**config.mk**
```make
export PLATFORM = sky130hd
export DESIGN_NAME = nearest_seed_pixel_color_unit
export DESIGN_NICKNAME = d
export VERILOG_FILES = /design/src/rtl/core/nspc_pkg.sv /design/src/rtl/core/nspc_ram.sv /design/src/rtl/core/nearest_seed_pixel_color_unit.sv
export SDC_FILE = /design/constraint.sdc
export NUM_CORES = 2
export LEC_CHECK = 0
export BUFFER_PORTS_ARGS = -buffer_cell sky130_fd_sc_hd__buf_2
export CAP_MARGIN = 10
export CORE_UTILIZATION = 25
export CTS_CLUSTER_DIAMETER = 30
export CTS_CLUSTER_SIZE = 10
export DETAILED_ROUTE_END_ITERATION = 16
export GPL_ROUTABILITY_DRIVEN = 0
export SLEW_MARGIN = 0
export SYNTH_ARGS = -nofsm -noshare
export SYNTH_HDL_FRONTEND = slang
export SYNTH_SLANG_ARGS = --single-unit
export TNS_END_PERCENT = 10
```
**constraint.sdc**
```tcl
create_clock -name clk -period 6.9 [get_ports clk]
set_input_delay 0.69 -clock clk [delete_from_list [all_inputs] [get_ports clk]]
set_output_delay 0.69 -clock clk [all_outputs]
set_load 0.02 [all_outputs]
```
**src/rtl/core/nspc_pkg.sv**
```systemverilog
// ----------------------------------------------------------------------------
// nspc_pkg
// Shared widths and types for the nearest-seed pixel color unit.
// ----------------------------------------------------------------------------
package nspc_pkg;

	localparam int IDX_BITS   = 6;
	localparam int CNT_BITS   = 7;
	localparam int COLOR_BITS = 8;
	localparam int RGB_BITS   = 3 * COLOR_BITS;
	localparam int DIST_BITS  = 26;

	// result tdata: red, green, blue, index, distance from bit 0 up
	localparam int M_TDATA_W  = 56;
	localparam int M_OFF_R    = 0;
	localparam int M_OFF_G    = M_OFF_R + COLOR_BITS;
	localparam int M_OFF_B    = M_OFF_G + COLOR_BITS;
	localparam int M_OFF_IDX  = M_OFF_B + COLOR_BITS;
	localparam int M_OFF_DIST = M_OFF_IDX + IDX_BITS;

	localparam logic [DIST_BITS-1:0] DIST_MAX = '1;

	// item kind carried on s_tuser
	typedef enum logic {
		MODE_LOAD  = 1'b0,
		MODE_QUERY = 1'b1
	} mode_t;

	typedef logic [RGB_BITS-1:0] rgb_t;

endpackage

```
**src/rtl/core/nspc_ram.sv**
```systemverilog
// ----------------------------------------------------------------------------
// nspc_ram
// Generic single-write, single-read RAM with registered read data.
// ----------------------------------------------------------------------------
module nspc_ram #(
	parameter int WIDTH = 48,
	parameter int DEPTH = 64
) (
	input  logic                                   clk,
	input  logic                                   wr_en,
	input  logic [((DEPTH > 1) ? $clog2(DEPTH) : 1)-1:0] wr_addr,
	input  logic [WIDTH-1:0]                       wr_data,
	input  logic                                   rd_en,
	input  logic [((DEPTH > 1) ? $clog2(DEPTH) : 1)-1:0] rd_addr,
	output logic [WIDTH-1:0]                       rd_data
);

	logic [WIDTH-1:0] mem_q [DEPTH];

	always_ff @(posedge clk) begin
		if (wr_en) begin
			mem_q[wr_addr] <= wr_data;
		end
		if (rd_en) begin
			rd_data <= mem_q[rd_addr];
		end
	end

endmodule

```
**src/rtl/core/nearest_seed_pixel_color_unit.sv**
```systemverilog
// One seed per cycle through the shared distance pipeline (RAM read, abs
// diff, squares, add/compare). The input stays blocked while a query scans
// and while a stalled result holds the output register; the next item is
// not taken before the query's result is moved into the output register.
// A load is written into the seed table and leaves the input ready.
// Reset (arst_n low) clears the count register, the sequencer and m_tvalid;
// the seed table is not cleared and holds no valid data until loaded.
// ----------------------------------------------------------------------------
// nearest_seed_pixel_color_unit
// Voronoi coloring: seed table load and brute-force nearest-seed search.
// ----------------------------------------------------------------------------
module nearest_seed_pixel_color_unit
	import nspc_pkg::*;
#(
	parameter int MAX_SEEDS  = 64,   // 1..64
	parameter int COORD_BITS = 12    // 4..16
) (
	input  logic clk,
	input  logic arst_n,
	// s_tdata: seed_index, coord_x, coord_y, seed_red, seed_green, seed_blue
	input  logic                                        s_tvalid,
	output logic                                        s_tready,
	input  logic [((IDX_BITS + 2*COORD_BITS + RGB_BITS + 7) / 8) * 8 - 1:0] s_tdata,
	input  logic                                        s_tuser,   // mode
	// m_tdata: pixel_red, pixel_green, pixel_blue, nearest_index,
	//          nearest_distance
	output logic                                        m_tvalid,
	input  logic                                        m_tready,
	output logic [M_TDATA_W-1:0]                        m_tdata,
	output logic                                        m_tuser,   // found
	input  logic                                        cfg_valid,
	output logic                                        cfg_ready,
	input  logic [CNT_BITS-1:0]                         cfg_data
);

	localparam int AW     = (MAX_SEEDS > 1) ? $clog2(MAX_SEEDS) : 1;
	localparam int WORD_W = 2 * COORD_BITS + RGB_BITS;
	localparam int SQ_W   = 2 * COORD_BITS;
	localparam int SUM_W  = SQ_W + 1;
	localparam int DW     = (SUM_W > DIST_BITS) ? SUM_W : DIST_BITS;
	localparam int OFF_X  = IDX_BITS;
	localparam int OFF_Y  = OFF_X + COORD_BITS;
	localparam int OFF_C  = OFF_Y + COORD_BITS;

	typedef enum logic [1:0] {
		ST_IDLE,
		ST_SCAN,
		ST_DONE
	} state_t;

	state_t                 state_q;
	logic [CNT_BITS-1:0]    cfg_count_q;
	logic [CNT_BITS-1:0]    count_q;
	logic [CNT_BITS-1:0]    issue_q;
	logic [COORD_BITS-1:0]  px_q;
	logic [COORD_BITS-1:0]  py_q;
	logic [DIST_BITS-1:0]   best_dist_q;
	logic [IDX_BITS-1:0]    best_idx_q;
	rgb_t                   best_color_q;
	logic                   found_q;
	logic                   m_tvalid_q;
	logic [M_TDATA_W-1:0]   m_tdata_q;
	logic                   m_tuser_q;

	logic                   in_accept;
	logic                   is_query;
	logic [IDX_BITS-1:0]    in_idx;
	logic [COORD_BITS-1:0]  in_x;
	logic [COORD_BITS-1:0]  in_y;
	rgb_t                   in_rgb;
	logic                   wr_en;
	logic [CNT_BITS-1:0]    count_sat;
	logic                   issue_en;
	logic                   issue_last;
	logic [WORD_W-1:0]      rd_data;

	// distance pipeline
	logic                   v_s1, v_s2, v_s3;
	logic                   last_s1, last_s2, last_s3;
	logic [IDX_BITS-1:0]    idx_s1, idx_s2, idx_s3;
	rgb_t                   color_s2, color_s3;
	logic [COORD_BITS-1:0]  dx_s2, dy_s2;
	logic [SQ_W-1:0]        sqx_s3, sqy_s3;

	logic [COORD_BITS-1:0]  rd_x, rd_y;
	logic [SQ_W-1:0]        dxe, dye;
	logic [DW-1:0]          dist_sum;
	logic [DIST_BITS-1:0]   dist_sat;
	logic                   take_new;
	logic                   out_free;

	assign in_idx = s_tdata[0 +: IDX_BITS];
	assign in_x   = s_tdata[OFF_X +: COORD_BITS];
	assign in_y   = s_tdata[OFF_Y +: COORD_BITS];
	assign in_rgb = s_tdata[OFF_C +: RGB_BITS];

	assign s_tready  = (state_q == ST_IDLE);
	assign in_accept = s_tvalid && s_tready;
	assign is_query  = (mode_t'(s_tuser) == MODE_QUERY);
	assign wr_en     = in_accept && !is_query &&
	                   ({1'b0, in_idx} < CNT_BITS'(MAX_SEEDS));
	assign count_sat = (cfg_count_q > CNT_BITS'(MAX_SEEDS)) ? CNT_BITS'(MAX_SEEDS) : cfg_count_q;
	assign cfg_ready = 1'b1;

	assign issue_en   = (state_q == ST_SCAN) && (issue_q < count_q);
	assign issue_last = (issue_q == count_q - CNT_BITS'(1));

	nspc_ram #(
		.WIDTH(WORD_W),
		.DEPTH(MAX_SEEDS)
	) u_seed_ram (
		.clk    (clk),
		.wr_en  (wr_en),
		.wr_addr(in_idx[AW-1:0]),
		.wr_data({in_rgb, in_y, in_x}),
		.rd_en  (issue_en),
		.rd_addr(issue_q[AW-1:0]),
		.rd_data(rd_data)
	);

	assign rd_x = rd_data[0 +: COORD_BITS];
	assign rd_y = rd_data[COORD_BITS +: COORD_BITS];
	assign dxe  = SQ_W'(dx_s2);
	assign dye  = SQ_W'(dy_s2);

	always_ff @(posedge clk or negedge arst_n) begin
		if (!arst_n) begin
			v_s1 <= 1'b0;
			v_s2 <= 1'b0;
			v_s3 <= 1'b0;
		end else begin
			v_s1 <= issue_en;
			v_s2 <= v_s1;
			v_s3 <= v_s2;
		end
	end

	always_ff @(posedge clk) begin
		idx_s1   <= issue_q[IDX_BITS-1:0];
		last_s1  <= issue_last;
		idx_s2   <= idx_s1;
		last_s2  <= last_s1;
		color_s2 <= rd_data[2*COORD_BITS +: RGB_BITS];
		dx_s2    <= (px_q > rd_x) ? (px_q - rd_x) : (rd_x - px_q);
		dy_s2    <= (py_q > rd_y) ? (py_q - rd_y) : (rd_y - py_q);
		idx_s3   <= idx_s2;
		last_s3  <= last_s2;
		color_s3 <= color_s2;
		sqx_s3   <= dxe * dxe;
		sqy_s3   <= dye * dye;
	end

	assign dist_sum = DW'(sqx_s3) + DW'(sqy_s3);
	assign dist_sat = (dist_sum > DW'(DIST_MAX)) ? DIST_MAX : dist_sum[DIST_BITS-1:0];
	// strict less-than keeps the lowest index on ties
	assign take_new = !found_q || (dist_sat < best_dist_q);
	assign out_free = !m_tvalid_q || m_tready;

	always_ff @(posedge clk or negedge arst_n) begin
		if (!arst_n) begin
			state_q      <= ST_IDLE;
			cfg_count_q  <= '0;
			count_q      <= '0;
			issue_q      <= '0;
			found_q      <= 1'b0;
			m_tvalid_q   <= 1'b0;
			px_q         <= '0;
			py_q         <= '0;
			best_dist_q  <= DIST_MAX;
			best_idx_q   <= '0;
			best_color_q <= '0;
			m_tdata_q    <= '0;
			m_tuser_q    <= 1'b0;
		end else begin
			if (cfg_valid && cfg_ready) begin
				cfg_count_q <= cfg_data;
			end
			// drop the taken result unless a new one is loaded this cycle
			if (m_tvalid_q && m_tready && (state_q != ST_DONE)) begin
				m_tvalid_q <= 1'b0;
			end
			case (state_q)
				ST_IDLE: begin
					if (in_accept && is_query) begin
						px_q         <= in_x;
						py_q         <= in_y;
						count_q      <= count_sat;
						issue_q      <= '0;
						found_q      <= 1'b0;
						best_dist_q  <= DIST_MAX;
						best_idx_q   <= '0;
						best_color_q <= '0;
						state_q      <= (count_sat == '0) ? ST_DONE : ST_SCAN;
					end
				end
				ST_SCAN: begin
					if (issue_en) begin
						issue_q <= issue_q + CNT_BITS'(1);
					end
					if (v_s3) begin
						if (take_new) begin
							found_q      <= 1'b1;
							best_dist_q  <= dist_sat;
							best_idx_q   <= idx_s3;
							best_color_q <= color_s3;
						end
						if (last_s3) begin
							state_q <= ST_DONE;
						end
					end
				end
				ST_DONE: begin
					// hold the result until the output register is free
					if (out_free) begin
						m_tvalid_q <= 1'b1;
						m_tuser_q  <= found_q;
						// color keeps red in the low byte, as on s_tdata
						m_tdata_q  <= {best_dist_q, best_idx_q, best_color_q};
						state_q    <= ST_IDLE;
					end
				end
				default: begin
					state_q <= ST_IDLE;
				end
			endcase
		end
	end

	assign m_tvalid = m_tvalid_q;
	assign m_tdata  = m_tdata_q;
	assign m_tuser  = m_tuser_q;

endmodule

```
==> impl_metrics.env <==
export IMPL_cts_reportedPaths_clkPinSlew_ns=0.05
export IMPL_tightest_slew_ns=1.29
export IMPL_synthDistinctLibCells=72
export IMPL_first_pass_iters=6
export IMPL_grt_start_max_net_pins=138
export IMPL_cp_top_family="adder cells"
export IMPL_grt_pass1_wl_mm=529
export IMPL_initial_utilization_pct=25.1
export IMPL_end_kind="flip-flop"
export IMPL_period_needed_ns=5.95
export IMPL_crit_slowest_cell="dfxtp_1"
export IMPL_area_growth_pct=20.7
export IMPL_synthSimpleGateAreaFrac_pct=2.03
export IMPL_first_iter_violations=8760
export IMPL_hold_path_class="in2reg"
export IMPL_finalClockSkew_ns=0.106
export IMPL_reg2reg_to="sqy_s3[23]"
export IMPL_cp_num_buf_inv=6
export IMPL_holdWs_ns=0.0686
export IMPL_ctsResizeCount=0
export IMPL_vias=68800
export IMPL_yosys_warnings=0
export IMPL_hold_path_depth=2
export IMPL_drive_above_1_share_pct=29.9
export IMPL_p_per_area_nw_per_um2=562
export IMPL_clock_latency_ns=0.95
export IMPL_avgSynthCellArea_um2=21.1
export IMPL_io_buffers=125
export IMPL_crit_chain="inv_1 > nor2_1 > inv_1 > fa_1 > inv_1 > ha_1 > a21oi_1 > fa_1 > inv_1 > fa_1 > inv_1 > fa_1 > inv_1 > ha_1 > a21o_1 > a21oi_1 > a31oi_1 > o41ai_1 > o21ai_0 > a21oi_1 > xnor2_1"
export IMPL_p_total_mw=93.7
export IMPL_gr_usage_all_layers_pct=13.0
export IMPL_async_flop_share_pct=4.82
export IMPL_whs_endpoint="cfg_count_q[6]"
export IMPL_fp_dieW_um=746
export IMPL_cts_inserted_buffers=528
export IMPL_slew_violations=0
export IMPL_tritoncts="done"
export IMPL_coreArea_um2=550000
export IMPL_status="complete, no violations"
export IMPL_max_freq_mhz=168
export IMPL_synth_edf_count=3120
export IMPL_dieArea_um2=556000
export IMPL_worstPathRequired_ns=7.70
export IMPL_synth_mux_area_share_pct=16.9
export IMPL_rows=272
export IMPL_final_nets=7515
export IMPL_hp_start="cfg_data[6]"
export IMPL_cp_depth=21
export IMPL_crit_arrival_ns=6.75
export IMPL_grt_ovfl_total=0
export IMPL_fill_cells=52400
export IMPL_ctsRootBufferMaster="clkbuf_16"
export IMPL_clockBufferDepth=4
export IMPL_worstRegToRegCells=21
export IMPL_grt_pass1_vias=71200
export IMPL_synth_nets=7009
export IMPL_ant_nets=0
export IMPL_wl_per_cell_um=25.3
export IMPL_dp_hpwl_mm=203
export IMPL_ys_ff_latch=3424
export IMPL_synth_top_family_by_area="multiplexers"
export IMPL_cts_sinks=3424
export IMPL_die_h_um=746
export IMPL_holdBufCountCts=1
export IMPL_critPathLaunchType="flip-flop"
export IMPL_ys_seq_area_share_pct=72.8
export IMPL_max_cap_violations=0
export IMPL_path_max_fanout=11
export IMPL_synth_area_um2=138000
export IMPL_synthXorXnorAreaFrac_pct=0.634
export IMPL_route_detailed_drc=0
export IMPL_hold_violations=0
export IMPL_timing_rr_start="dy_s2[4]"
export IMPL_max_stage_delay_ns=0.63
export IMPL_final_setup_viol_count=0
export IMPL_crit_type="reg2reg"
export IMPL_cts_max_level=6
export IMPL_wl_mm=373
export IMPL_p_leak_nw=54.3
export IMPL_ios=129
export IMPL_cts_setup_buffers=0
export IMPL_synth_main_ff_cell="edfxtp_1"
export IMPL_reg2reg_setup_slack_ns=0.95
export IMPL_peakVddDrop_uv=1680
export IMPL_synth_fa_ha_area_share_pct=4.31
export IMPL_rsz0062_at_grt="no"
export IMPL_fin_crit_sh_pct=86.2
export IMPL_syn_inst=6560
export IMPL_tns_ns=0
export IMPL_antenna_found_initial=58
export IMPL_max_slew_margin_rel_pct=14.3
export IMPL_synth_compound_area_share_pct=1.50
export IMPL_via_per_inst=4.67
export IMPL_crit_top_cell="inv_1"
## worst reg2reg max path, cell delays in order (launching register included)
cell     delay (ns)
dfxtp_1        0.63
inv_1          0.22
nor2_1         0.20
inv_1          0.09
fa_1           0.52
inv_1          0.07
ha_1           0.28
a21oi_1        0.08
fa_1           0.54
inv_1          0.06
fa_1           0.53
inv_1          0.05
fa_1           0.47
inv_1          0.04
ha_1           0.33
a21o_1         0.19
a21oi_1        0.27
a31oi_1        0.17
o41ai_1        0.55
o21ai_0        0.20
a21oi_1        0.21
xnor2_1        0.15
## cells by family after synthesis
kind of cell / Yosys count
buf+inv: 661
other cells: 1
fa+ha+maj: 380
mux: 1065
compound gates: 329
flops: 3424
simple gates: 600
xor+xnor: 100
## metal layers
metal	GRT usage (%)	vias up	part of all wire [%]
li1	-	27700	-
met1	18.0	37300	41
met2	20.6	3238	47
met3	3.10	560	9.7
met4	3.25	20	2.3
met5	0	-	0.031
## registers in the layout, indices dropped and copies added, names as in the netlist, 2 cells and up
name	flops
best_color_q	24
best_dist_q	26
best_idx_q	6
cfg_count_q	7
color_s2	24
color_s3	24
count_q	7
dx_s2	12
dy_s2	12
idx_s1	6
idx_s2	6
idx_s3	6
issue_q	7
m_tdata	56
px_q	12
py_q	12
sqx_s3	23
sqy_s3	23
state_q	2
u_seed_ram.mem_q	3072
u_seed_ram.rd_data	48
## power by group
group	internal (mW)	switching (mW)	total, mW
registers	24.5	0.992	25.5
clock network	16.7	9.73	26.4
logic	18.6	23.2	41.8
total	59.8	33.9	93.7
## cell usage after synthesis (35+ instances only)
library cell     n  share of area, %
edfxtp_1      3120                68
buf_1           53              0.14
dfrtp_1        139               2.5
fa_1           160               2.3
mux2_2          46              0.37
a21oi_1         68              0.25
nor2_1         136              0.37
xor2_1          35              0.22
xnor2_1         65              0.41
inv_1          358              0.97
ha_1           220               2.0
nand3_1         53              0.19
a21o_1          36              0.20
clkbuf_1       213              0.58
o21ai_0        115              0.42
and2_1          86              0.39
dfxtp_1        139               2.0
mux4_2        1008                16
nand2_1        220              0.60
## area by class of cell
class,instances,area [um^2],area share (%)
Multi-Input combinational cell,2475,35600,21.3
Antenna cell,12,30.0,0.0180
Clock buffer,630,13900,8.35
Timing Repair Buffer,278,2530,1.52
Sequential cell,3424,101000,60.3
Inverter,359,1350,0.808
Tap cell,7261,9080,5.44
Clock inverter,286,3690,2.21
## placed cells by master (no fill, tap or decap), types with 12 or more instances in the layout
cell,count
bufinv_16,58
clkinvlp_4,35
clkbuf_16,537
a21o_1,34
dfrtp_1,132
fa_1,160
clkinv_16,13
a31oi_1,15
buf_2,124
nand2b_1,15
mux2_2,46
clkinv_1,56
nor3_1,19
a21oi_1,67
inv_6,27
nand3_1,52
dfstp_2,26
clkbuf_8,15
and2_1,86
clkinv_4,19
mux4_2,1008
nand2_1,220
nor2_1,72
o21ai_0,115
inv_16,12
buf_12,58
buf_4,93
o21a_1,13
diode_2,12
dfxtp_1,139
nor2b_1,20
ha_1,220
a211oi_1,13
xor2_1,35
inv_1,358
nor2_4,64
clkinv_2,57
clkbuf_1,78
xnor2_1,65
edfxtp_1,3120
## stage by stage
| step | cells | utilization, % | setup WS, ns | cell area (um^2) |
|---|---|---|---|---|
| CTS | 14700 | 30.3 | 1.00 | 167000 |
| finish | 14700 | 30.4 | 0.954 | 167000 |
| global placement | 13800 | 27.1 | 1.02 | 149000 |
| detailed placement | 13800 | 27.1 | 1.03 | 149000 |
| global route | 14700 | 30.4 | 0.588 | 167000 |
| floorplan | 6560 | - | 1.57 | 138000 |
## how the worst max path moves through the flow
stage / from / slack (ns) / to
finish: dy_s2[4] / 0.95 / sqy_s3[23]
detailed placement: dy_s2[4] / 1.03 / sqy_s3[23]
floorplan: dy_s2[6] / 1.57 / sqy_s3[23]
CTS: dy_s2[4] / 1.00 / sqy_s3[23]
global route: dy_s2[8] / 0.59 / sqy_s3[23]
global placement: dy_s2[6] / 1.02 / sqy_s3[23]
(Power assumes the default switching activity.)
